### src/hw/rtl/tfr_pkg.sv
// shared types, character codes and limits of the text frame receiver
package tfr_pkg;

  // protocol characters
  localparam logic [7:0] CH_COMMA = 8'h2C;
  localparam logic [7:0] CH_SEMI  = 8'h3B;
  localparam logic [7:0] CH_ZERO  = 8'h30;
  localparam logic [7:0] CH_ONE   = 8'h31;

  // largest number of text bytes in one text frame
  localparam int unsigned TEXT_LIMIT = 128;

  // digit limits of the decimal fields
  localparam logic [2:0] ID_DIGITS  = 3'd3;
  localparam logic [2:0] NUM_DIGITS = 3'd5;

  // configuration register indexes
  typedef enum logic [1:0] {
    CFG_TEXT_START  = 2'd0,
    CFG_ACK_START   = 2'd1,
    CFG_BIN_START   = 2'd2,
    CFG_MAX_PAYLOAD = 2'd3
  } cfg_reg_e;

  // result kinds
  typedef enum logic [1:0] {
    KIND_DATA  = 2'd0,
    KIND_DONE  = 2'd1,
    KIND_ERROR = 2'd2
  } kind_e;

  // frame types
  typedef enum logic [1:0] {
    FRAME_TEXT = 2'd0,
    FRAME_ACK  = 2'd1,
    FRAME_BIN  = 2'd2
  } frame_e;

  // error codes
  typedef enum logic [2:0] {
    ERR_NONE     = 3'd0,
    ERR_NUMBER   = 3'd1,
    ERR_SEP      = 3'd2,
    ERR_TOO_BIG  = 3'd3,
    ERR_CHECKSUM = 3'd4,
    ERR_ABORT    = 3'd5,
    ERR_OVERFLOW = 3'd6
  } err_e;

  // start characters as programmed
  typedef struct packed {
    logic [7:0] text_char;
    logic [7:0] ack_char;
    logic [7:0] bin_char;
  } start_cfg_t;

  // one classified request as it travels from front to back
  typedef struct packed {
    logic       abort;
    logic [7:0] rx_byte;
    logic       is_digit;
    logic [3:0] digit;
    logic       is_comma;
    logic       is_semi;
    logic       is_zero;
    logic       is_one;
    logic       is_start;
    frame_e     start_kind;
  } rx_class_t;

  // one result request
  typedef struct packed {
    kind_e       kind;
    frame_e      frame_type;
    logic [7:0]  frame_id;
    logic [7:0]  data_byte;
    logic        ack_flag;
    logic [15:0] payload_length;
    logic [7:0]  param_count;
    logic [15:0] sum_calculated;
    logic [15:0] sum_received;
    err_e        error_code;
  } result_t;

endpackage

### src/hw/rtl/tfr_classify.sv
// front end: takes input requests and tags each byte with its character class
module tfr_classify import tfr_pkg::*; (
  input  logic       s_tvalid_i,
  output logic       s_tready_o,
  input  logic [7:0] s_tdata_i,
  input  logic [0:0] s_tuser_i,
  input  start_cfg_t start_cfg_i,
  input  logic       q_full_i,
  output logic       push_o,
  output rx_class_t  class_o
);

  logic [7:0] b;
  logic       hit_text;
  logic       hit_ack;
  logic       hit_bin;

  assign b = s_tdata_i;

  // accept whenever the queue has room
  assign s_tready_o = !q_full_i;
  assign push_o     = s_tvalid_i && !q_full_i;

  // start character match, text before acknowledge before binary
  assign hit_text = (b == start_cfg_i.text_char);
  assign hit_ack  = (b == start_cfg_i.ack_char);
  assign hit_bin  = (b == start_cfg_i.bin_char);

  // character classes
  always_comb begin
    class_o.abort    = s_tuser_i[0];
    class_o.rx_byte  = b;
    class_o.is_digit = (b >= CH_ZERO) && (b <= CH_ZERO + 8'd9);
    class_o.digit    = 4'(b - CH_ZERO);
    class_o.is_comma = (b == CH_COMMA);
    class_o.is_semi  = (b == CH_SEMI);
    class_o.is_zero  = (b == CH_ZERO);
    class_o.is_one   = (b == CH_ONE);
    class_o.is_start = hit_text || hit_ack || hit_bin;
    priority if (hit_text) begin
      class_o.start_kind = FRAME_TEXT;
    end else if (hit_ack) begin
      class_o.start_kind = FRAME_ACK;
    end else begin
      class_o.start_kind = FRAME_BIN;
    end
  end

endmodule

### src/hw/rtl/tfr_queue.sv
// small register queue between the classifier and the parser
module tfr_queue #(
  parameter int unsigned WIDTH = 8,
  parameter int unsigned DEPTH = 4
) (
  input  logic             clk_i,
  input  logic             rst_ni,
  input  logic             push_i,
  input  logic [WIDTH-1:0] wdata_i,
  output logic             full_o,
  input  logic             pop_i,
  output logic             valid_o,
  output logic [WIDTH-1:0] rdata_o
);

  localparam int unsigned PW = (DEPTH > 1) ? $clog2(DEPTH) : 1;
  localparam int unsigned CW = $clog2(DEPTH + 1);
  localparam logic [PW-1:0] LAST = PW'(DEPTH - 1);
  localparam logic [CW-1:0] FULL = CW'(DEPTH);

  logic [WIDTH-1:0] mem_q [DEPTH];
  logic [PW-1:0]    wr_ptr_q, wr_ptr_d;
  logic [PW-1:0]    rd_ptr_q, rd_ptr_d;
  logic [CW-1:0]    count_q, count_d;

  assign full_o  = (count_q == FULL);
  assign valid_o = (count_q != '0);
  assign rdata_o = mem_q[rd_ptr_q];

  // pointer and fill count update
  always_comb begin
    wr_ptr_d = wr_ptr_q;
    rd_ptr_d = rd_ptr_q;
    count_d  = count_q;
    if (push_i) begin
      wr_ptr_d = (wr_ptr_q == LAST) ? '0 : wr_ptr_q + PW'(1);
    end
    if (pop_i) begin
      rd_ptr_d = (rd_ptr_q == LAST) ? '0 : rd_ptr_q + PW'(1);
    end
    if (push_i && !pop_i) begin
      count_d = count_q + CW'(1);
    end else if (pop_i && !push_i) begin
      count_d = count_q - CW'(1);
    end
  end

  always_ff @(posedge clk_i or negedge rst_ni) begin
    if (!rst_ni) begin
      wr_ptr_q <= '0;
      rd_ptr_q <= '0;
      count_q  <= '0;
    end else begin
      wr_ptr_q <= wr_ptr_d;
      rd_ptr_q <= rd_ptr_d;
      count_q  <= count_d;
    end
  end

  // entry storage
  always_ff @(posedge clk_i) begin
    if (push_i) begin
      mem_q[wr_ptr_q] <= wdata_i;
    end
  end

endmodule

### src/hw/rtl/tfr_parser.sv
// back end: frame state machine, number decode, payload sum and result register
module tfr_parser import tfr_pkg::*; (
  input  logic        clk_i,
  input  logic        rst_ni,
  input  logic        q_valid_i,
  input  rx_class_t   q_data_i,
  output logic        pop_o,
  input  logic [15:0] max_payload_i,
  output logic        out_valid_o,
  input  logic        m_tready_i,
  output result_t     out_o
);

  typedef enum logic [8:0] {
    PH_HUNT   = 9'b000000001,
    PH_ID     = 9'b000000010,
    PH_TEXT   = 9'b000000100,
    PH_ACKVAL = 9'b000001000,
    PH_ACKEND = 9'b000010000,
    PH_LEN    = 9'b000100000,
    PH_PAY    = 9'b001000000,
    PH_PAYEND = 9'b010000000,
    PH_CSUM   = 9'b100000000
  } phase_e;

  phase_e      phase_q, phase_d;
  frame_e      frame_q, frame_d;
  logic [2:0]  cnt_q, cnt_d;
  logic [16:0] acc_q, acc_d;
  logic [7:0]  id_q, id_d;
  logic [15:0] len_q, len_d;
  logic [15:0] bc_q, bc_d;
  logic [7:0]  sa_q, sa_d;
  logic [7:0]  sb_q, sb_d;
  logic [7:0]  comma_q, comma_d;
  logic        ack_q, ack_d;

  logic        out_valid_q, out_valid_d;
  result_t     out_q;
  result_t     res;

  logic        emit;
  kind_e       emit_kind;
  logic [7:0]  emit_data;
  logic [15:0] emit_srx;
  err_e        emit_err;

  rx_class_t   c;
  logic [16:0] acc_next;
  logic [15:0] bc_inc;

  assign c = q_data_i;

  // take a queued request when the result register is free or drains now
  assign pop_o = q_valid_i && (!out_valid_q || m_tready_i);

  // decimal accumulate: acc * 10 + digit
  assign acc_next = (acc_q << 3) + (acc_q << 1) + {13'd0, c.digit};
  assign bc_inc   = bc_q + 16'd1;

  // frame state machine
  always_comb begin
    phase_d   = phase_q;
    frame_d   = frame_q;
    cnt_d     = cnt_q;
    acc_d     = acc_q;
    id_d      = id_q;
    len_d     = len_q;
    bc_d      = bc_q;
    sa_d      = sa_q;
    sb_d      = sb_q;
    comma_d   = comma_q;
    ack_d     = ack_q;
    emit      = 1'b0;
    emit_kind = KIND_DATA;
    emit_data = 8'd0;
    emit_srx  = 16'd0;
    emit_err  = ERR_NONE;

    if (c.abort) begin
      if (phase_q != PH_HUNT) begin
        emit      = 1'b1;
        emit_kind = KIND_ERROR;
        emit_err  = ERR_ABORT;
        phase_d   = PH_HUNT;
      end
    end else begin
      unique case (phase_q)
        PH_HUNT: begin
          if (c.is_start) begin
            frame_d = c.start_kind;
            cnt_d   = '0;
            acc_d   = '0;
            id_d    = '0;
            len_d   = '0;
            bc_d    = '0;
            sa_d    = '0;
            sb_d    = '0;
            comma_d = '0;
            ack_d   = 1'b0;
            phase_d = PH_ID;
          end
        end

        PH_ID: begin
          if (c.is_comma || (frame_q == FRAME_TEXT && c.is_semi)) begin
            if (cnt_q == 3'd0 || acc_q > 17'd255) begin
              emit      = 1'b1;
              emit_kind = KIND_ERROR;
              emit_err  = ERR_NUMBER;
              phase_d   = PH_HUNT;
            end else begin
              id_d  = acc_q[7:0];
              cnt_d = '0;
              acc_d = '0;
              if (frame_q == FRAME_TEXT) begin
                emit = 1'b1;
                if (c.is_semi) begin
                  emit_kind = KIND_DONE;
                  phase_d   = PH_HUNT;
                end else begin
                  // the comma that ends the id is the first text byte
                  comma_d   = 8'd1;
                  bc_d      = 16'd1;
                  emit_kind = KIND_DATA;
                  emit_data = c.rx_byte;
                  phase_d   = PH_TEXT;
                end
              end else begin
                phase_d = (frame_q == FRAME_ACK) ? PH_ACKVAL : PH_LEN;
              end
            end
          end else if (c.is_digit) begin
            if (cnt_q >= ID_DIGITS) begin
              emit      = 1'b1;
              emit_kind = KIND_ERROR;
              emit_err  = ERR_SEP;
              phase_d   = PH_HUNT;
            end else begin
              acc_d = acc_next;
              cnt_d = cnt_q + 3'd1;
            end
          end else begin
            emit      = 1'b1;
            emit_kind = KIND_ERROR;
            emit_err  = (c.is_comma || c.is_semi) ? ERR_SEP : ERR_NUMBER;
            phase_d   = PH_HUNT;
          end
        end

        PH_TEXT: begin
          emit = 1'b1;
          if (c.is_semi) begin
            emit_kind = KIND_DONE;
            phase_d   = PH_HUNT;
          end else if (bc_q >= 16'(TEXT_LIMIT)) begin
            emit_kind = KIND_ERROR;
            emit_err  = ERR_OVERFLOW;
            phase_d   = PH_HUNT;
          end else begin
            if (c.is_comma) begin
              comma_d = comma_q + 8'd1;
            end
            bc_d      = bc_inc;
            emit_kind = KIND_DATA;
            emit_data = c.rx_byte;
          end
        end

        PH_ACKVAL: begin
          if (c.is_zero || c.is_one) begin
            ack_d   = c.is_one;
            phase_d = PH_ACKEND;
          end else begin
            emit      = 1'b1;
            emit_kind = KIND_ERROR;
            emit_err  = ERR_NUMBER;
            phase_d   = PH_HUNT;
          end
        end

        PH_ACKEND: begin
          emit    = 1'b1;
          phase_d = PH_HUNT;
          if (c.is_semi) begin
            emit_kind = KIND_DONE;
          end else begin
            emit_kind = KIND_ERROR;
            emit_err  = ERR_SEP;
          end
        end

        PH_LEN, PH_CSUM: begin
          if (c.is_semi) begin
            emit    = 1'b1;
            phase_d = PH_HUNT;
            if (cnt_q == 3'd0 || acc_q > 17'd65535) begin
              emit_kind = KIND_ERROR;
              emit_err  = ERR_NUMBER;
            end else if (phase_q == PH_LEN) begin
              if (acc_q > {1'b0, max_payload_i}) begin
                emit_kind = KIND_ERROR;
                emit_err  = ERR_TOO_BIG;
              end else begin
                // length accepted, go on quietly
                emit    = 1'b0;
                len_d   = acc_q[15:0];
                cnt_d   = '0;
                acc_d   = '0;
                bc_d    = '0;
                phase_d = (acc_q[15:0] == 16'd0) ? PH_PAYEND : PH_PAY;
              end
            end else begin
              // checksum against the running sum
              emit_srx = acc_q[15:0];
              if (acc_q[15:0] != {sa_q, sb_q}) begin
                emit_kind = KIND_ERROR;
                emit_err  = ERR_CHECKSUM;
              end else begin
                emit_kind = KIND_DONE;
              end
            end
          end else if (c.is_digit) begin
            if (cnt_q >= NUM_DIGITS) begin
              emit      = 1'b1;
              emit_kind = KIND_ERROR;
              emit_err  = ERR_SEP;
              phase_d   = PH_HUNT;
            end else begin
              acc_d = acc_next;
              cnt_d = cnt_q + 3'd1;
            end
          end else begin
            emit      = 1'b1;
            emit_kind = KIND_ERROR;
            emit_err  = c.is_comma ? ERR_SEP : ERR_NUMBER;
            phase_d   = PH_HUNT;
          end
        end

        PH_PAY: begin
          sa_d      = sa_q + c.rx_byte;
          sb_d      = sb_q + sa_d;
          bc_d      = bc_inc;
          emit      = 1'b1;
          emit_kind = KIND_DATA;
          emit_data = c.rx_byte;
          if (bc_inc >= len_q) begin
            phase_d = PH_PAYEND;
          end
        end

        PH_PAYEND: begin
          if (c.is_semi) begin
            phase_d = PH_CSUM;
          end else begin
            emit      = 1'b1;
            emit_kind = KIND_ERROR;
            emit_err  = ERR_SEP;
            phase_d   = PH_HUNT;
          end
        end

        default: begin
          phase_d = PH_HUNT;
        end
      endcase
    end
  end

  // result fields reflect the frame state after this byte
  always_comb begin
    res.kind           = emit_kind;
    res.frame_type     = frame_d;
    res.frame_id       = id_d;
    res.data_byte      = emit_data;
    res.ack_flag       = ack_d;
    res.payload_length = len_d;
    res.param_count    = comma_d;
    res.sum_calculated = {sa_d, sb_d};
    res.sum_received   = emit_srx;
    res.error_code     = emit_err;
  end

  // result register valid
  always_comb begin
    out_valid_d = out_valid_q;
    if (pop_o && emit) begin
      out_valid_d = 1'b1;
    end else if (m_tready_i) begin
      out_valid_d = 1'b0;
    end
  end

  always_ff @(posedge clk_i or negedge rst_ni) begin
    if (!rst_ni) begin
      phase_q     <= PH_HUNT;
      frame_q     <= FRAME_TEXT;
      cnt_q       <= '0;
      acc_q       <= '0;
      id_q        <= '0;
      len_q       <= '0;
      bc_q        <= '0;
      sa_q        <= '0;
      sb_q        <= '0;
      comma_q     <= '0;
      ack_q       <= 1'b0;
      out_valid_q <= 1'b0;
    end else begin
      out_valid_q <= out_valid_d;
      if (pop_o) begin
        phase_q <= phase_d;
        frame_q <= frame_d;
        cnt_q   <= cnt_d;
        acc_q   <= acc_d;
        id_q    <= id_d;
        len_q   <= len_d;
        bc_q    <= bc_d;
        sa_q    <= sa_d;
        sb_q    <= sb_d;
        comma_q <= comma_d;
        ack_q   <= ack_d;
      end
    end
  end

  // result payload
  always_ff @(posedge clk_i) begin
    if (pop_o && emit) begin
      out_q <= res;
    end
  end

  assign out_valid_o = out_valid_q;
  assign out_o       = out_q;

`ifndef SYNTH
  a_err_has_code: assert property (@(posedge clk_i) disable iff (!rst_ni)
    out_valid_q && out_q.kind == KIND_ERROR |-> out_q.error_code != ERR_NONE)
    else $error("error result without an error code");
  a_ok_no_code: assert property (@(posedge clk_i) disable iff (!rst_ni)
    out_valid_q && out_q.kind != KIND_ERROR |-> out_q.error_code == ERR_NONE)
    else $error("error code on a non-error result");
  a_pop_room: assert property (@(posedge clk_i) disable iff (!rst_ni)
    pop_o |-> (!out_valid_q || m_tready_i))
    else $error("request taken while the result register is held");
  a_data_no_srx: assert property (@(posedge clk_i) disable iff (!rst_ni)
    out_valid_q && out_q.kind == KIND_DATA |-> out_q.sum_received == 16'd0)
    else $error("received checksum on a data result");
`endif

endmodule

### src/hw/rtl/text_frame_receiver.sv
// top level of the text frame receiver: configuration registers and stream wiring
//
//  channel  | dir | handshake           | contents
//  ---------+-----+---------------------+----------------------------------------
//  s_       | in  | s_tvalid / s_tready | tdata rx_byte, tuser command (1 abort)
//  m_       | out | m_tvalid / m_tready | tdata result fields, tuser kind
//  cfg_     | in  | cfg_valid/cfg_ready | cfg_index register, cfg_data value
//
//  one byte a cycle sustained; a byte enters the queue at its accepting edge, and the
//  parser state machine takes it from the queue and registers its result, if any
//  a four-entry queue lets the input keep flowing while a result waits downstream;
//  the input stalls only once the queue is full behind a held result
//  asynchronous active-low reset; no clearing pass, the block is ready at once
module text_frame_receiver import tfr_pkg::*; #(
  parameter int unsigned QUEUE_DEPTH = 4
) (
  input  logic        clk_i,
  input  logic        rst_ni,
  // input stream
  input  logic        s_tvalid_i,
  output logic        s_tready_o,
  input  logic [7:0]  s_tdata_i,  // [7:0] rx_byte
  input  logic [0:0]  s_tuser_i,  // [0] command
  // result stream
  output logic        m_tvalid_o,
  input  logic        m_tready_i,
  // [1:0] frame_type, [9:2] frame_id, [17:10] data_byte, [18] ack_flag,
  // [34:19] payload_length, [42:35] param_count, [58:43] sum_calculated,
  // [74:59] sum_received, [77:75] error_code, [79:78] zero
  output logic [79:0] m_tdata_o,
  output logic [1:0]  m_tuser_o,  // [1:0] kind
  // configuration writes
  input  logic        cfg_valid_i,
  output logic        cfg_ready_o,
  input  logic [1:0]  cfg_index_i,
  input  logic [15:0] cfg_data_i
);

  localparam int unsigned CW = $bits(rx_class_t);

  start_cfg_t  start_cfg_q;
  logic [15:0] max_payload_q;

  logic        push;
  logic        q_full;
  logic        q_valid;
  logic        pop;
  rx_class_t   cls;
  logic [CW-1:0] q_rdata;
  result_t     res;

  // configuration registers
  assign cfg_ready_o = 1'b1;

  always_ff @(posedge clk_i or negedge rst_ni) begin
    if (!rst_ni) begin
      start_cfg_q.text_char <= 8'd35;
      start_cfg_q.ack_char  <= 8'd33;
      start_cfg_q.bin_char  <= 8'd36;
      max_payload_q         <= 16'd65535;
    end else if (cfg_valid_i) begin
      unique case (cfg_reg_e'(cfg_index_i))
        CFG_TEXT_START:  start_cfg_q.text_char <= cfg_data_i[7:0];
        CFG_ACK_START:   start_cfg_q.ack_char  <= cfg_data_i[7:0];
        CFG_BIN_START:   start_cfg_q.bin_char  <= cfg_data_i[7:0];
        CFG_MAX_PAYLOAD: max_payload_q         <= cfg_data_i;
        default: ;
      endcase
    end
  end

  // front: classify
  tfr_classify u_classify (
    .s_tvalid_i  (s_tvalid_i),
    .s_tready_o  (s_tready_o),
    .s_tdata_i   (s_tdata_i),
    .s_tuser_i   (s_tuser_i),
    .start_cfg_i (start_cfg_q),
    .q_full_i    (q_full),
    .push_o      (push),
    .class_o     (cls)
  );

  // queue between front and back
  tfr_queue #(
    .WIDTH (CW),
    .DEPTH (QUEUE_DEPTH)
  ) u_queue (
    .clk_i   (clk_i),
    .rst_ni  (rst_ni),
    .push_i  (push),
    .wdata_i (cls),
    .full_o  (q_full),
    .pop_i   (pop),
    .valid_o (q_valid),
    .rdata_o (q_rdata)
  );

  // back: parse and hold the result
  tfr_parser u_parser (
    .clk_i         (clk_i),
    .rst_ni        (rst_ni),
    .q_valid_i     (q_valid),
    .q_data_i      (rx_class_t'(q_rdata)),
    .pop_o         (pop),
    .max_payload_i (max_payload_q),
    .out_valid_o   (m_tvalid_o),
    .m_tready_i    (m_tready_i),
    .out_o         (res)
  );

  // result packing
  assign m_tuser_o = res.kind;
  assign m_tdata_o = {2'b00, res.error_code, res.sum_received, res.sum_calculated,
                      res.param_count, res.payload_length, res.ack_flag,
                      res.data_byte, res.frame_id, res.frame_type};

endmodule

### config.mk
export PLATFORM = sky130hd
export DESIGN_NAME = text_frame_receiver
export DESIGN_NICKNAME = d
export VERILOG_FILES = /design/src/hw/rtl/tfr_pkg.sv /design/src/hw/rtl/tfr_classify.sv /design/src/hw/rtl/tfr_queue.sv /design/src/hw/rtl/tfr_parser.sv /design/src/hw/rtl/text_frame_receiver.sv
export SDC_FILE = /design/constraint.sdc
export NUM_CORES = 1
export LEC_CHECK = 0
export BUFFER_PORTS_ARGS = -buffer_cell sky130_fd_sc_hd__buf_2
export CAP_MARGIN = 20
export CORE_UTILIZATION = 45
export CTS_CLUSTER_SIZE = 30
export DETAILED_ROUTE_END_ITERATION = 7
export GPL_ROUTABILITY_DRIVEN = 0
export PLACE_DENSITY = 0.64
export REMOVE_ABC_BUFFERS = 1
export SLEW_MARGIN = 20
export SYNTH_ARGS = -nofsm -noshare
export SYNTH_HDL_FRONTEND = slang
export SYNTH_SLANG_ARGS = --single-unit
export TNS_END_PERCENT = 50
### constraint.sdc
create_clock -name clk_i -period 16.5 [get_ports clk_i]
set_input_delay 1.65 -clock clk_i [delete_from_list [all_inputs] [get_ports clk_i]]
set_output_delay 1.65 -clock clk_i [all_outputs]
set_load 0.02 [all_outputs]
== Yosys cells after proc, flatten, opt, wreduce, memory -nomap -nowiden ==
Memories as Yosys holds them, arrays and structs flattened.
Cells that the tools add are included.

* Bits in writable memories: 84
* Memories: 1
* Register bits: 224
* Input port bits: 32

* Add/sub/neg operators: 12
* Order comparisons: 9
* Bitwise logic cells: 3
* Mux-type cells: 168
* Eq/ne operators: 50
* Reduce and logical (&&, ||, !) cells: 39

{| class="wikitable"
|+ Memory list
! memory !! words !! width !! read ports !! clocked after memory_dff !! wr ports !! RTL line !! source
|-
| u_queue.mem_q || 4 || 21 || 1 || 0 || 1 || tfr_queue.sv:21 || <nowiki>logic [WIDTH-1:0] mem_q [DEPTH];</nowiki>
|}

{| class="wikitable"
|+ Operator list
! operator !! number
|-
| $mux 16 || 17
|-
| $mux 8 || 24
|-
| $mux 17 || 11
|-
| $mux 9 || 18
|-
| $pmux 16 s5 || 1
|-
| $mux 3 || 25
|-
| $mux 2 || 32
|-
| $pmux 9 s7 || 1
|-
| $pmux 17 s3 || 1
|-
| $pmux 8 s2 || 3
|-
| $pmux 8 s3 || 2
|-
| $eq 8x6->1 const B || 4
|-
| $pmux 16 s2 || 1
|-
| $mux 1 || 25
|-
| $eq 8x8->1 || 3
|-
| $add 17x17->17 || 1
|-
| $add 17x4->17 || 1
|-
| $gt 17x16->1 || 1
|-
| $gt 17x16->1 const B || 1
|-
| $gt 17x8->1 const B || 1
|-
| $add 16x1->16 const B || 1
|-
| $add 8x8->8 || 2
|-
| $ge 16x16->1 || 1
|-
| $ge 16x8->1 const B || 1
|-
| 53 further kinds || 103
|}

== Logic depth before layout (Yosys ltp) ==
Gate-level depths: netlist of the first run.

* Word-level depth: 9
* Gate-level depth with buffers: 18
* Gate-level depth less buffers: 16

== Modules after synthesis ==
Synthesis of the first run repeated with hierarchy kept, for this count alone.

* Cell total of the unflattened synthesis: 1365
* Area, all modules: 16353.2 um^2

{| class="wikitable"
|+ By module, submodules not included
! module !! seq. area each (um^2) !! cells each !! area each (um^2) !! instances
|-
| tfr_parser || 4830.9 || 1057 || 10772.8 || 1
|-
| tfr_queue || 2697.6 || 147 || 3480.8 || 1
|-
| text_frame_receiver || 1029.7 || 90 || 1572.8 || 1
|-
| tfr_classify || 0.0 || 71 || 526.8 || 1
|}

== Least setup slack after synthesis of the first run ==
OpenSTA, ideal clock, no wires.

* Kind: register to register
* Start point: register max_payload_q[11]
* End point: register u_parser.out_valid_q, in the netlist u_parser.out_valid_o
* Period minus slack after synthesis: 8.879 ns
* Slack: 7.621 ns
* Stages on the path, launching flop included: 10
* Data required time: 16.397 ns
* Library setup time: 0.103 ns
* Arrival: 8.776 ns
* Path through: dfstp_2 > inv_1 > ha_1 > and3_1 > and4_1 > and2_1 > a21oi_1 > o21bai_1 > a221oi_1 > or2_2

* Word-level cells in the longest chain between the ends: 9

{| class="wikitable"
|+ RTL lines
! element !! RTL line !! source
|-
| from (decl) || text_frame_receiver.sv:42 || <nowiki>logic [15:0] max_payload_q;</nowiki>
|-
| from (signal assigned) || text_frame_receiver.sv:66 || <nowiki>CFG_MAX_PAYLOAD: max_payload_q <= cfg_data_i;</nowiki>
|-
| $gt 17x16->1 || tfr_parser.sv:201 || <nowiki>if (acc_q > {1'b0, max_payload_i}) begin</nowiki>
|-
| $mux 1 || tfr_parser.sv:201 ||
|-
| $mux 1 || tfr_parser.sv:200 || <nowiki>end else if (phase_q == PH_LEN) begin</nowiki>
|-
| $mux 1 || tfr_parser.sv:197 || <nowiki>if (cnt_q == 3'd0 || acc_q > 17'd65535) begin</nowiki>
|-
| $mux 1 || tfr_parser.sv:194 || <nowiki>if (c.is_semi) begin</nowiki>
|-
| $pmux 1 s5 || tfr_parser.sv:88 || <nowiki>unique case (phase_q)</nowiki>
|-
| $mux 1 || tfr_parser.sv:80 || <nowiki>if (c.abort) begin</nowiki>
|-
| $logic_and 1x1->1 || tfr_parser.sv:288 || <nowiki>if (pop_o && emit) begin</nowiki>
|-
| $mux 1 || tfr_parser.sv:288 ||
|-
| via u_parser.out_valid_d || tfr_parser.sv:38 || <nowiki>logic out_valid_q, out_valid_d;</nowiki>
|-
| to (signal assigned) || tfr_parser.sv:310 || <nowiki>out_valid_q <= out_valid_d;</nowiki>
|-
| to (decl) || tfr_parser.sv:38 ||
|}

The timed path passes the listed nets, and every way through them passes these cells.
A chain may end at the register's enable or synchronous reset.

== Worst setup path after layout of the first run ==
* Start point: register u_queue.rd_ptr_q[1]
* End point: register u_parser.out_q (netlist bit u_parser.out_o[26]), data pin

* Word-level cells in the longest chain between the ends: 5

{| class="wikitable"
|+ RTL lines
! element !! RTL line !! source
|-
| from (decl) || tfr_queue.sv:23 || <nowiki>logic [PW-1:0] rd_ptr_q, rd_ptr_d;</nowiki>
|-
| from (signal assigned) || tfr_queue.sv:55 || <nowiki>rd_ptr_q <= rd_ptr_d;</nowiki>
|-
| $mem_v2 4x21 (*) || -- ||
|-
| $add 8x8->8 || tfr_parser.sv:242 || <nowiki>sa_d = sa_q + c.rx_byte;</nowiki>
|-
| $add 8x8->8 || tfr_parser.sv:243 || <nowiki>sb_d = sb_q + sa_d;</nowiki>
|-
| $pmux 8 s2 || tfr_parser.sv:88 ||
|-
| $mux 8 (*) || tfr_parser.sv:80 ||
|-
| via u_parser.sb_d[7] || tfr_parser.sv:34 || <nowiki>logic [7:0] sb_q, sb_d;</nowiki>
|-
| to (signal assigned) || tfr_parser.sv:330 || <nowiki>out_q <= res;</nowiki>
|-
| to (decl) || tfr_parser.sv:39 || <nowiki>result_t out_q;</nowiki>
|}

The timed path passes the listed nets; every way through them passes the cells marked *.

==> impl_metrics.toml, run 1 <==
[status]
status = "complete, no violations"

[detailed_routing]
ant_nets = 0
routedWlPerCell_um = 19.6
post_drt_via_cell_ratio = 5.66
routed-via-count = 10900
router_iterations_before_antenna_repair = 5
total_wire_length_after_detailed_routing_um = 37600
detail_route.iter0.violations = 786
drc_errors = 0

[setup_path]
r2r.worst_path.cells = 14
max_stage_delay_ns = 0.95
crit_path_cell_trace = "mux4_2, ha_1, inv_1, fa_1, inv_1, ha_1, a21o_1, a21oi_1, o21bai_1, a2111oi_0, nor3_1, xor2_1, or2_2, a31oi_1"
timing.critical_path.to_type = "register"
critPathKind = "reg2reg"
worstPathRequired_ns = 16.86
worst-endpoint-arrival_ns = 4.76
worstPathMaxFanout = 20
critical_r2r_capture = "u_parser.out_o[26]$_DFFE_PP_"
worst_path_dominant_cell_family = "compound AO/OA/AOI/OAI gates"
critical_path_buf_inv_count = 2
timing.critical_path.from_type = "register"
timing.rr.start = "u_queue.rd_ptr_q[1]$_DFFE_PN0P_"
timing.reg2reg.setup_slack_ns = 12.10
cp_slowest_cell = "sky130_fd_sc_hd__dfrtp_1"

[layout]
syn_to_final_growth_pct = 13.7
final_layout_size_suffix_gt1_share_pct = 20.4
final_net_count = 1573
ant_diodes = 0

[timing]
post-route-min-period_ns = 4.40
timing.setup.tns_ns = 0
finalMaxSlewViolations = 0
slew_headroom_pct = 28.4
max_slew.worst_pin.slew_ns = 1.07
final.period_utilization_pct = 26.7
report.final.setup_viol = 0
hold_viol_final = 0
fin_skew_ns = 0.0189
rsz0062_at_grt = "false"
fin_hold_ws_ns = 0.505
fmaxAchievable_mhz = 227

[clocking]
clk_path_buf_depth = 3
holdBufCountCts = 0
clk_pin_slew_worst_setup_hold_paths_ns = 0.06
clock_tree.root_cell = "sky130_fd_sc_hd__clkbuf_16"
clock_latency_ns = 0.52
cts_tree = "done"
cts.sink_count = 292
post-cts-setup-buffer-count = 0
post_cts_resized = 0
cts-htree-levels = 2
tritoncts.num_buffers = 34

[synth]
asyncSetResetFlopFracSynth_pct = 49.3
synthMostInstantiatedCell = "sky130_fd_sc_hd__edfxtp_1"
top_post_synthesis_cells_by_count = "sky130_fd_sc_hd__edfxtp_1, sky130_fd_sc_hd__nand2_1, sky130_fd_sc_hd__dfrtp_1"
synth.cell_area_um2 = 15500
synth_area_leaders = "sky130_fd_sc_hd__edfxtp_1, sky130_fd_sc_hd__dfrtp_1, sky130_fd_sc_hd__ha_1"
netlist.area_leader.share_pct = 28.7
synthDistinctLibCells = 80
ys.flop_type = "sky130_fd_sc_hd__edfxtp_1"
ys_warn_count = 0
syn_avg_cell_area_um2 = 11.5
ys_seq_area_share_pct = 52.2
synth_seq_cells = 292
number_of_instances_in_the_synthesized_netlist = 1344
synth_enable_flop_cells = 148
synth_top_area_cell = "sky130_fd_sc_hd__edfxtp_1"

[flow_run]
maxCapViolations = 0

[floorplan]
dieArea_um2 = 35100
chipWidth_um = 187
io_pins = 117
floorplan.core_area_um2 = 33700
placementRows = 67
die_y_um = 187
effective_utilization_at_floorplan_pct = 45.9

[placement]
hpwlAfterDp_um = 26500
place.port_buffers = 113

[hold_path]
worst_hold_path.endpoint = "u_parser.id_q[0]$_DFFE_PN0P_"
whs_path_depth = 1
hold_start = "u_parser.id_q[0]$_DFFE_PN0P_"
hold_path_class = "reg2reg"

[grt]
gr-usage-all-layers_pct = 21.6
first_global_vias = 10500
antenna_found_initial = 0
globalRoute.totalOverflow = 0
grt_pass1_wl_um = 59400
grt_start_max_net_pins = 91

[pwr]
leakage_uw = 0.00748
worst_ir_drop_vdd_uv = 70.4
pwr_density_cell_nw_per_um2 = 141
[placed cells by master (no fill, tap or decap), types with 4 or more instances in the layout]
cell / instances
sky130_fd_sc_hd__a211oi_1: 6
sky130_fd_sc_hd__fa_1: 5
sky130_fd_sc_hd__or3_1: 9
sky130_fd_sc_hd__a22o_1: 45
sky130_fd_sc_hd__inv_1: 63
sky130_fd_sc_hd__nor2b_1: 14
sky130_fd_sc_hd__a31oi_1: 12
sky130_fd_sc_hd__or2_2: 9
sky130_fd_sc_hd__o31ai_1: 6
sky130_fd_sc_hd__nand2b_1: 13
sky130_fd_sc_hd__buf_2: 112
sky130_fd_sc_hd__and3_1: 30
sky130_fd_sc_hd__nor4_1: 7
sky130_fd_sc_hd__mux4_2: 16
sky130_fd_sc_hd__o22ai_1: 4
sky130_fd_sc_hd__a21o_1: 17
sky130_fd_sc_hd__nand4_1: 22
sky130_fd_sc_hd__clkbuf_1: 12
sky130_fd_sc_hd__clkbuf_16: 35
sky130_fd_sc_hd__nand3_1: 24
sky130_fd_sc_hd__nor2_1: 71
sky130_fd_sc_hd__nor3_1: 22
sky130_fd_sc_hd__dfrtp_1: 120
sky130_fd_sc_hd__xnor2_1: 66
sky130_fd_sc_hd__xor2_1: 18
sky130_fd_sc_hd__nand2_1: 129
sky130_fd_sc_hd__mux2i_1: 6
sky130_fd_sc_hd__ha_1: 87
sky130_fd_sc_hd__o2bb2ai_1: 7
sky130_fd_sc_hd__dfstp_2: 24
sky130_fd_sc_hd__clkinv_2: 4
sky130_fd_sc_hd__buf_4: 11
sky130_fd_sc_hd__edfxtp_1: 148
sky130_fd_sc_hd__a21oi_1: 59
sky130_fd_sc_hd__and2_1: 13
sky130_fd_sc_hd__o21a_1: 7
sky130_fd_sc_hd__o21bai_1: 4
sky130_fd_sc_hd__o21ai_0: 73
sky130_fd_sc_hd__mux2_2: 61
[metal layers]
layer	vias up	share of wire [%]	global-route usage, %
met2	295	47	34.8
met5	-	0	0
met1	5363	45	29.9
met4	0	2.7	6.54
li1	5152	-	-
met3	72	4.9	3.58
[metrics by stage]
stage                     utilization, %  cell area [µm²]  total power (µW)  setup WS (ns)  instances
after global routing                52.2            17600              2610          11.74       1923
after floorplan                        -            15200              1500           5.48       1289
after detailed placement            48.9            16500              1750          12.13       1861
after global placement              48.9            16500              1740          12.22       1861
final                               52.2            17600              2490          12.10       1923
after CTS                           52.2            17600              2500          12.12       1923
[worst max-delay path by stage]
stage | from | endpoint | slack, ns | cells after the start
after global routing | u_queue.rd_ptr_q[1]$_DFFE_PN0P_ | u_parser.out_o[26]$_DFFE_PP_ | 11.74 | 16
after global placement | m_tready_i | u_queue.count_q[1]$_DFFE_PN0P_ | 12.22 | 10
after detailed placement | u_queue.rd_ptr_q[1]$_DFFE_PN0P_ | u_parser.out_o[26]$_DFFE_PP_ | 12.13 | 14
after CTS | u_queue.rd_ptr_q[1]$_DFFE_PN0P_ | u_parser.out_o[26]$_DFFE_PP_ | 12.12 | 14
after floorplan | m_tready_i | u_parser.out_valid_o$_DFFE_PN0P_ | 5.48 | 5
final | u_queue.rd_ptr_q[1]$_DFFE_PN0P_ | u_parser.out_o[26]$_DFFE_PP_ | 12.10 | 14
[flip-flops by register name (all words and copies together), names as in the netlist]
signal                cells
u_parser.phase_q          9
u_parser.acc_q           17
u_parser.comma_q          8
u_parser.bc_q            16
u_queue.count_q           3
u_parser.id_q             8
max_payload_q            16
start_cfg_q              24
u_queue.mem_q            68
u_parser.sb_q             8
u_parser.len_q           16
u_queue.rd_ptr_q          2
u_parser.frame_q          2
u_parser.sa_q             8
u_parser.cnt_q            3
u_queue.wr_ptr_q          2
u_parser.ack_q            1
u_parser.out_o           80
u_parser.out_valid_o      1
[report_power, final]
part | switching [µW] | internal [µW] | total [µW]
sequential | 73.1 | 896 | 970
combinational | 502 | 270 | 772
clock | 297 | 450 | 747
total | 872 | 1620 | 2490
[kinds of logic (layout without fill, tap and decap cells)]
family                     after synthesis  after routing  synth area share, %
muxes                                   83             83                 7.16
buffers and inverters                  120            250                 3.09
other                                    2              3               0.0486
DFF                                    292            292                 52.2
and+or+nand+nor                        394            394                 13.0
xor gates and xnor gates                84             84                 4.76
adders and majority gates               92             92                 7.69
AOI/OAI and AO/OA                      277            277                 12.0
[cell type report]
cell class                 instances  area (µm²)
fill                            2985       16100
timing repair buffer             124         654
tap                              448         561
clock inverter                    13         160
multi-input combinational        933        6950
sequential                       292        8080
inverter                          64         240
clock buffer                      49         948
(Power assumes the default switching activity.)
==> inputs of run 2 (changes only) <==
clock period = 4.6 ns   (was 16.5 ns; I/O delays follow)
==> run 2 against run 1 <==
Via count up 1.7%. Wire length up 3.1%. Worst hold slack worse by 0.33 ns. Clock skew up 0.0091 ns. Design area up 0.78%. Largest cell class unchanged. Global-route usage up 0.65 points. Highest routed layer unchanged. Sequential power rose to 3.5 times the previous value.
==> impl_metrics.toml, run 2 (synthesis results as in run 1) <==
[floorplan]
io_pins = 117
dieArea_um2 = 35100
placementRows = 67
effective_utilization_at_floorplan_pct = 45.9
floorplan.core_area_um2 = 33700
chipWidth_um = 187
die_y_um = 187

[grt]
grt_start_max_net_pins = 51
first_global_vias = 10900
antenna_found_initial = 1
globalRoute.totalOverflow = 0
gr-usage-all-layers_pct = 22.2
grt_pass1_wl_um = 61600

[clocking]
clock_tree.root_cell = "sky130_fd_sc_hd__clkbuf_16"
clk_pin_slew_worst_setup_hold_paths_ns = 0.06
post-cts-setup-buffer-count = 0
cts.sink_count = 292
post_cts_resized = 0
clock_latency_ns = 0.51
holdBufCountCts = 1
tritoncts.num_buffers = 34
cts-htree-levels = 2
cts_tree = "done"
clk_path_buf_depth = 3

[setup_path]
timing.critical_path.to_type = "register"
max_stage_delay_ns = 0.73
cp_common_cell = "sky130_fd_sc_hd__and3_1"
worst-endpoint-arrival_ns = 4.58
timing.critical_path.from_type = "register"
worstPathRequired_ns = 4.99
critPathKind = "reg2reg"
crit_path_cell_trace = "inv_1, nor3_1, and3_1, and3_1, nand3_1, xnor2_1, ha_1, nand4_1, a211oi_1, o31ai_1, o2111ai_1, a31oi_1, a2111oi_4, mux2_2"
worst_path_dominant_cell_family = "compound AO/OA/AOI/OAI gates"
cp_slowest_cell = "sky130_fd_sc_hd__a2111oi_4"
critical_path_buf_inv_count = 1
worstPathMaxFanout = 9

[flow_run]
maxCapViolations = 0

[timing]
slew_headroom_pct = 28.5
timing.setup.tns_ns = 0
rsz0062_at_grt = "false"
max_slew.worst_pin.slew_ns = 1.07
post-route-min-period_ns = 4.19
finalMaxSlewViolations = 0
fmaxAchievable_mhz = 239
hold_viol_final = 0
final.period_utilization_pct = 91.1
fin_hold_ws_ns = 0.175
report.final.setup_viol = 0
fin_skew_ns = 0.0280

[detailed_routing]
router_iterations_before_antenna_repair = 5
post_drt_via_cell_ratio = 5.68
total_wire_length_after_detailed_routing_um = 38800
ant_nets = 0
routed-via-count = 11100
detail_route.iter0.violations = 860
drc_errors = 0
routedWlPerCell_um = 19.9

[layout]
ant_diodes = 0
number_of_flip_flops_in_the_largest_register = 80
syn_to_final_growth_pct = 14.6
regArea_um2 = 8080
final_common_cell = "sky130_fd_sc_hd__edfxtp_1"
most-common-layout-cells = "sky130_fd_sc_hd__edfxtp_1, sky130_fd_sc_hd__nand2_1, sky130_fd_sc_hd__dfrtp_1"
multiInputGateArea_um2 = 6940
final_net_count = 1598
post_layout_nonfiller_instances = 1947
final_layout_size_suffix_gt1_share_pct = 21.5
fillers = 2994

[pwr]
worst_ir_drop_vdd_uv = 310
leakage_uw = 0.00759
pwr_density_cell_nw_per_um2 = 504

[placement]
placedCellCount = 1885
hpwlAfterDp_um = 27700
place.port_buffers = 113

[hold_path]
hold_path_class = "in2reg"

[status]
status = "complete, no violations"
## run 2: layer usage
| layer | wire length (µm) | track usage (%) |
|---|---|---|
| met5 | 0 | 0 |
| met4 | 821 | 5.94 |
| met1 | 17300 | 30.5 |
| met3 | 2100 | 3.73 |
| met2 | 18600 | 36.5 |
## run 2: through the flow
stage | worst slack [ns] | util (%) | power [µW] | cell area, µm²
finish | 0.408 | 52.6 | 8940 | 17700
global route | 0.141 | 52.6 | 9400 | 17700
CTS | 0.445 | 52.6 | 8980 | 17700
detailed placement | 0.479 | 49.4 | 6360 | 16600
global placement | 0.596 | 49.4 | 6320 | 16600
floorplan | -5.33 | - | 5380 | 15200
## run 2: layout make-up
class | count | share of cell area [%]
repair buffers | 149 | 4.76
multi-input cells | 933 | 39.1
clock buffers | 47 | 5.32
inverters | 64 | 1.36
flip-flops and latches | 292 | 45.6
clock inverters | 14 | 0.692
well taps | 448 | 3.16
## run 2: where the power goes
group | leakage [µW] | internal, µW | switching, µW | total, µW
Combinational | 0.00384 | 1020 | 1910 | 2930
Sequential | 0.00323 | 3220 | 188 | 3400
Clock | 0.000522 | 1550 | 1060 | 2600
## run 2: final timing paths
check,cells past startpoint,startpoint,slack [ns],endpoint
worst max-delay path,14,u_parser.bc_q[0]$_DFFE_PN0P_,0.41,u_parser.phase_q[8]$_DFFE_PN0P_
worst min-delay path,1,s_tuser_i,0.17,u_queue.mem_q[2][20]$_DFFE_PP_
worst max register to register,14,u_parser.bc_q[0]$_DFFE_PN0P_,0.41,u_parser.phase_q[8]$_DFFE_PN0P_
worst min register to register,1,u_queue.count_q[2]$_DFFE_PN0P_,0.50,u_queue.count_q[2]$_DFFE_PN0P_
max in group asynchronous,3,rst_ni,3.02,u_parser.acc_q[2]$_DFFE_PN0P_
min in group asynchronous,2,rst_ni,0.44,u_parser.bc_q[15]$_DFFE_PN0P_
==> inputs of run 3 (changes only) <==
CORE_ASPECT_RATIO = 0.5   (was unset)
==> run 3 against run 2 <==
Sequential share of layout area rose by 0.35 points. Worst hold slack lost 0.091 ns. Design area fell by 0.76%. Highest routed layer unchanged. Clock skew increased by 0.0047 ns. Largest cell class unchanged. Critical path type unchanged.
==> impl_metrics.toml, run 3 (synthesis results as in run 1) <==
[status]
status = "complete, no violations"

[floorplan]
chipWidth_um = 264
dieArea_um2 = 35200
die_y_um = 133
effective_utilization_at_floorplan_pct = 46.2
placementRows = 47
io_pins = 117
floorplan.core_area_um2 = 33500

[timing]
max_slew.worst_pin.slew_ns = 0.905
rsz0062_at_grt = "false"
post-route-min-period_ns = 4.21
fin_skew_ns = 0.0327
slew_headroom_pct = 39.7
timing.setup.tns_ns = 0
hold_viol_final = 0
final.setup.worst_slack_ns = 0.390
final.period_utilization_pct = 91.5
report.final.setup_viol = 0
finalMaxSlewViolations = 0
fmaxAchievable_mhz = 238

[layout]
final_common_cell = "sky130_fd_sc_hd__edfxtp_1"
syn_to_final_growth_pct = 13.8
number_of_flip_flops_in_the_largest_register = 80
final_layout_size_suffix_gt1_share_pct = 21.2
most-common-layout-cells = "sky130_fd_sc_hd__edfxtp_1, sky130_fd_sc_hd__nand2_1, sky130_fd_sc_hd__dfrtp_1"
ant_diodes = 0
final_net_count = 1584

[grt]
grt_start_max_net_pins = 85
first_global_vias = 11000
globalRoute.totalOverflow = 0
antenna_found_initial = 1
grt_pass1_wl_um = 62100
gr-usage-all-layers_pct = 22.6

[detailed_routing]
detail_route.iter0.violations = 992
router_iterations_before_antenna_repair = 5
drc_errors = 0
routedWlPerCell_um = 20.5
routed-via-count = 11100
post_drt_via_cell_ratio = 5.78
ant_nets = 0
total_wire_length_after_detailed_routing_um = 39400

[hold_path]
hold_path_class = "in2reg"
hold_start = "s_tuser_i"

[clocking]
clock_latency_ns = 0.59
cts-htree-levels = 1
clock_tree.root_cell = "sky130_fd_sc_hd__clkbuf_16"
cts_tree = "done"
clk_pin_slew_worst_setup_hold_paths_ns = 0.07
clk_path_buf_depth = 3
post-cts-setup-buffer-count = 0
cts.sink_count = 292
tritoncts.num_buffers = 28

[setup_path]
timing.critical_path.from_type = "register"
timing.critical_path.to_type = "register"
timing.rr.start = "u_parser.bc_q[2]$_DFFE_PN0P_"
critPathKind = "reg2reg"
r2r.worst_path.cells = 14
worst_setup_path_startpoint = "u_parser.bc_q[2]$_DFFE_PN0P_"
worstPathMaxFanout = 9
endpoint = "u_parser.phase_q[2]$_DFFE_PN0P_"
worst-endpoint-arrival_ns = 4.66
timing.reg2reg.setup_slack_ns = 0.39
critical_r2r_capture = "u_parser.phase_q[2]$_DFFE_PN0P_"
worstPathRequired_ns = 5.05

[flow_run]
maxCapViolations = 0

[pwr]
pwr_density_cell_nw_per_um2 = 500
power_uw = 8790
leakage_uw = 0.00750
worst_ir_drop_vdd_uv = 360

[placement]
hpwlAfterDp_um = 28100
preCtsSetupSlack_ns = 0.371
place.port_buffers = 113
-- run 3: what timing repair did --
action	CTS	global route
hold buffers	1	0
resized for setup	0	0
setup endpoints to repair	0	6
hold endpoints to repair	33	0
-- run 3: layer usage --
metal | part of all wire, % | track usage (%) | vias to the layer above
li1 | - | - | 5168
met1 | 45 | 31.7 | 5533
met2 | 47 | 37.0 | 334
met3 | 6.2 | 3.67 | 71
met4 | 2.2 | 5.10 | 0
met5 | 0 | 0 | -
-- run 3: area by class of cell --
type	count	area (µm²)
Fill cell	2844	15900
Sequential cell	292	8080
Multi-Input combinational cell	933	6950
Timing Repair Buffer	141	797
Clock buffer	38	790
Tap cell	441	552
Inverter	64	240
Clock inverter	14	189
-- run 3: how the worst min path moves through the flow --
| stage | endpoint | cells past startpoint |
|---|---|---|
| 2_1_floorplan | start_cfg_q[0]$_DFFE_PN0P_ | 0 |
| 3_3_place_gp | u_parser.ack_q$_DFFE_PN0P_ | 2 |
| 3_5_place_dp | u_parser.ack_q$_DFFE_PN0P_ | 2 |
| 4_1_cts | u_queue.mem_q[0][20]$_DFFE_PP_ | 1 |
| 5_1_grt | u_queue.mem_q[0][20]$_DFFE_PP_ | 1 |
| 6_report | u_queue.mem_q[0][20]$_DFFE_PP_ | 1 |
-- run 3: power breakdown --
| group | internal (µW) | leakage (µW) | switching, µW | total, µW |
|---|---|---|---|---|
| Combinational | 1010 | 0.00380 | 1900 | 2900 |
| Sequential | 3210 | 0.00323 | 224 | 3440 |
| Clock | 1390 | 0.000471 | 1060 | 2450 |
| Total | 5610 | 0.00750 | 3180 | 8790 |
-- run 3: stage by stage --
stage	cells	cell area (µm²)	hold slack, ns	utilization, %
CTS	1923	17600	0.0635	52.6
finish	1923	17600	0.0841	52.6
global route	1923	17600	0.0635	52.6
detailed placement	1870	16600	0.473	49.6
floorplan	1289	15200	0.164	-
global placement	1870	16600	0.478	49.6
-- run 3: worst max-delay path, cell delays in order, from the launching register on --
cell and delay, ns:
sky130_fd_sc_hd__dfrtp_1 0.45, sky130_fd_sc_hd__nand3_1 0.11, sky130_fd_sc_hd__nor3_1 0.41, sky130_fd_sc_hd__and3_1 0.33, sky130_fd_sc_hd__and3_1 0.29, sky130_fd_sc_hd__nand3_1 0.16
sky130_fd_sc_hd__xnor2_1 0.18, sky130_fd_sc_hd__ha_1 0.30, sky130_fd_sc_hd__nand4_1 0.14, sky130_fd_sc_hd__a211oi_1 0.30, sky130_fd_sc_hd__o31ai_1 0.14, sky130_fd_sc_hd__o2111ai_1 0.11
sky130_fd_sc_hd__a31oi_1 0.11, sky130_fd_sc_hd__a2111oi_4 0.65, sky130_fd_sc_hd__mux2_2 0.41
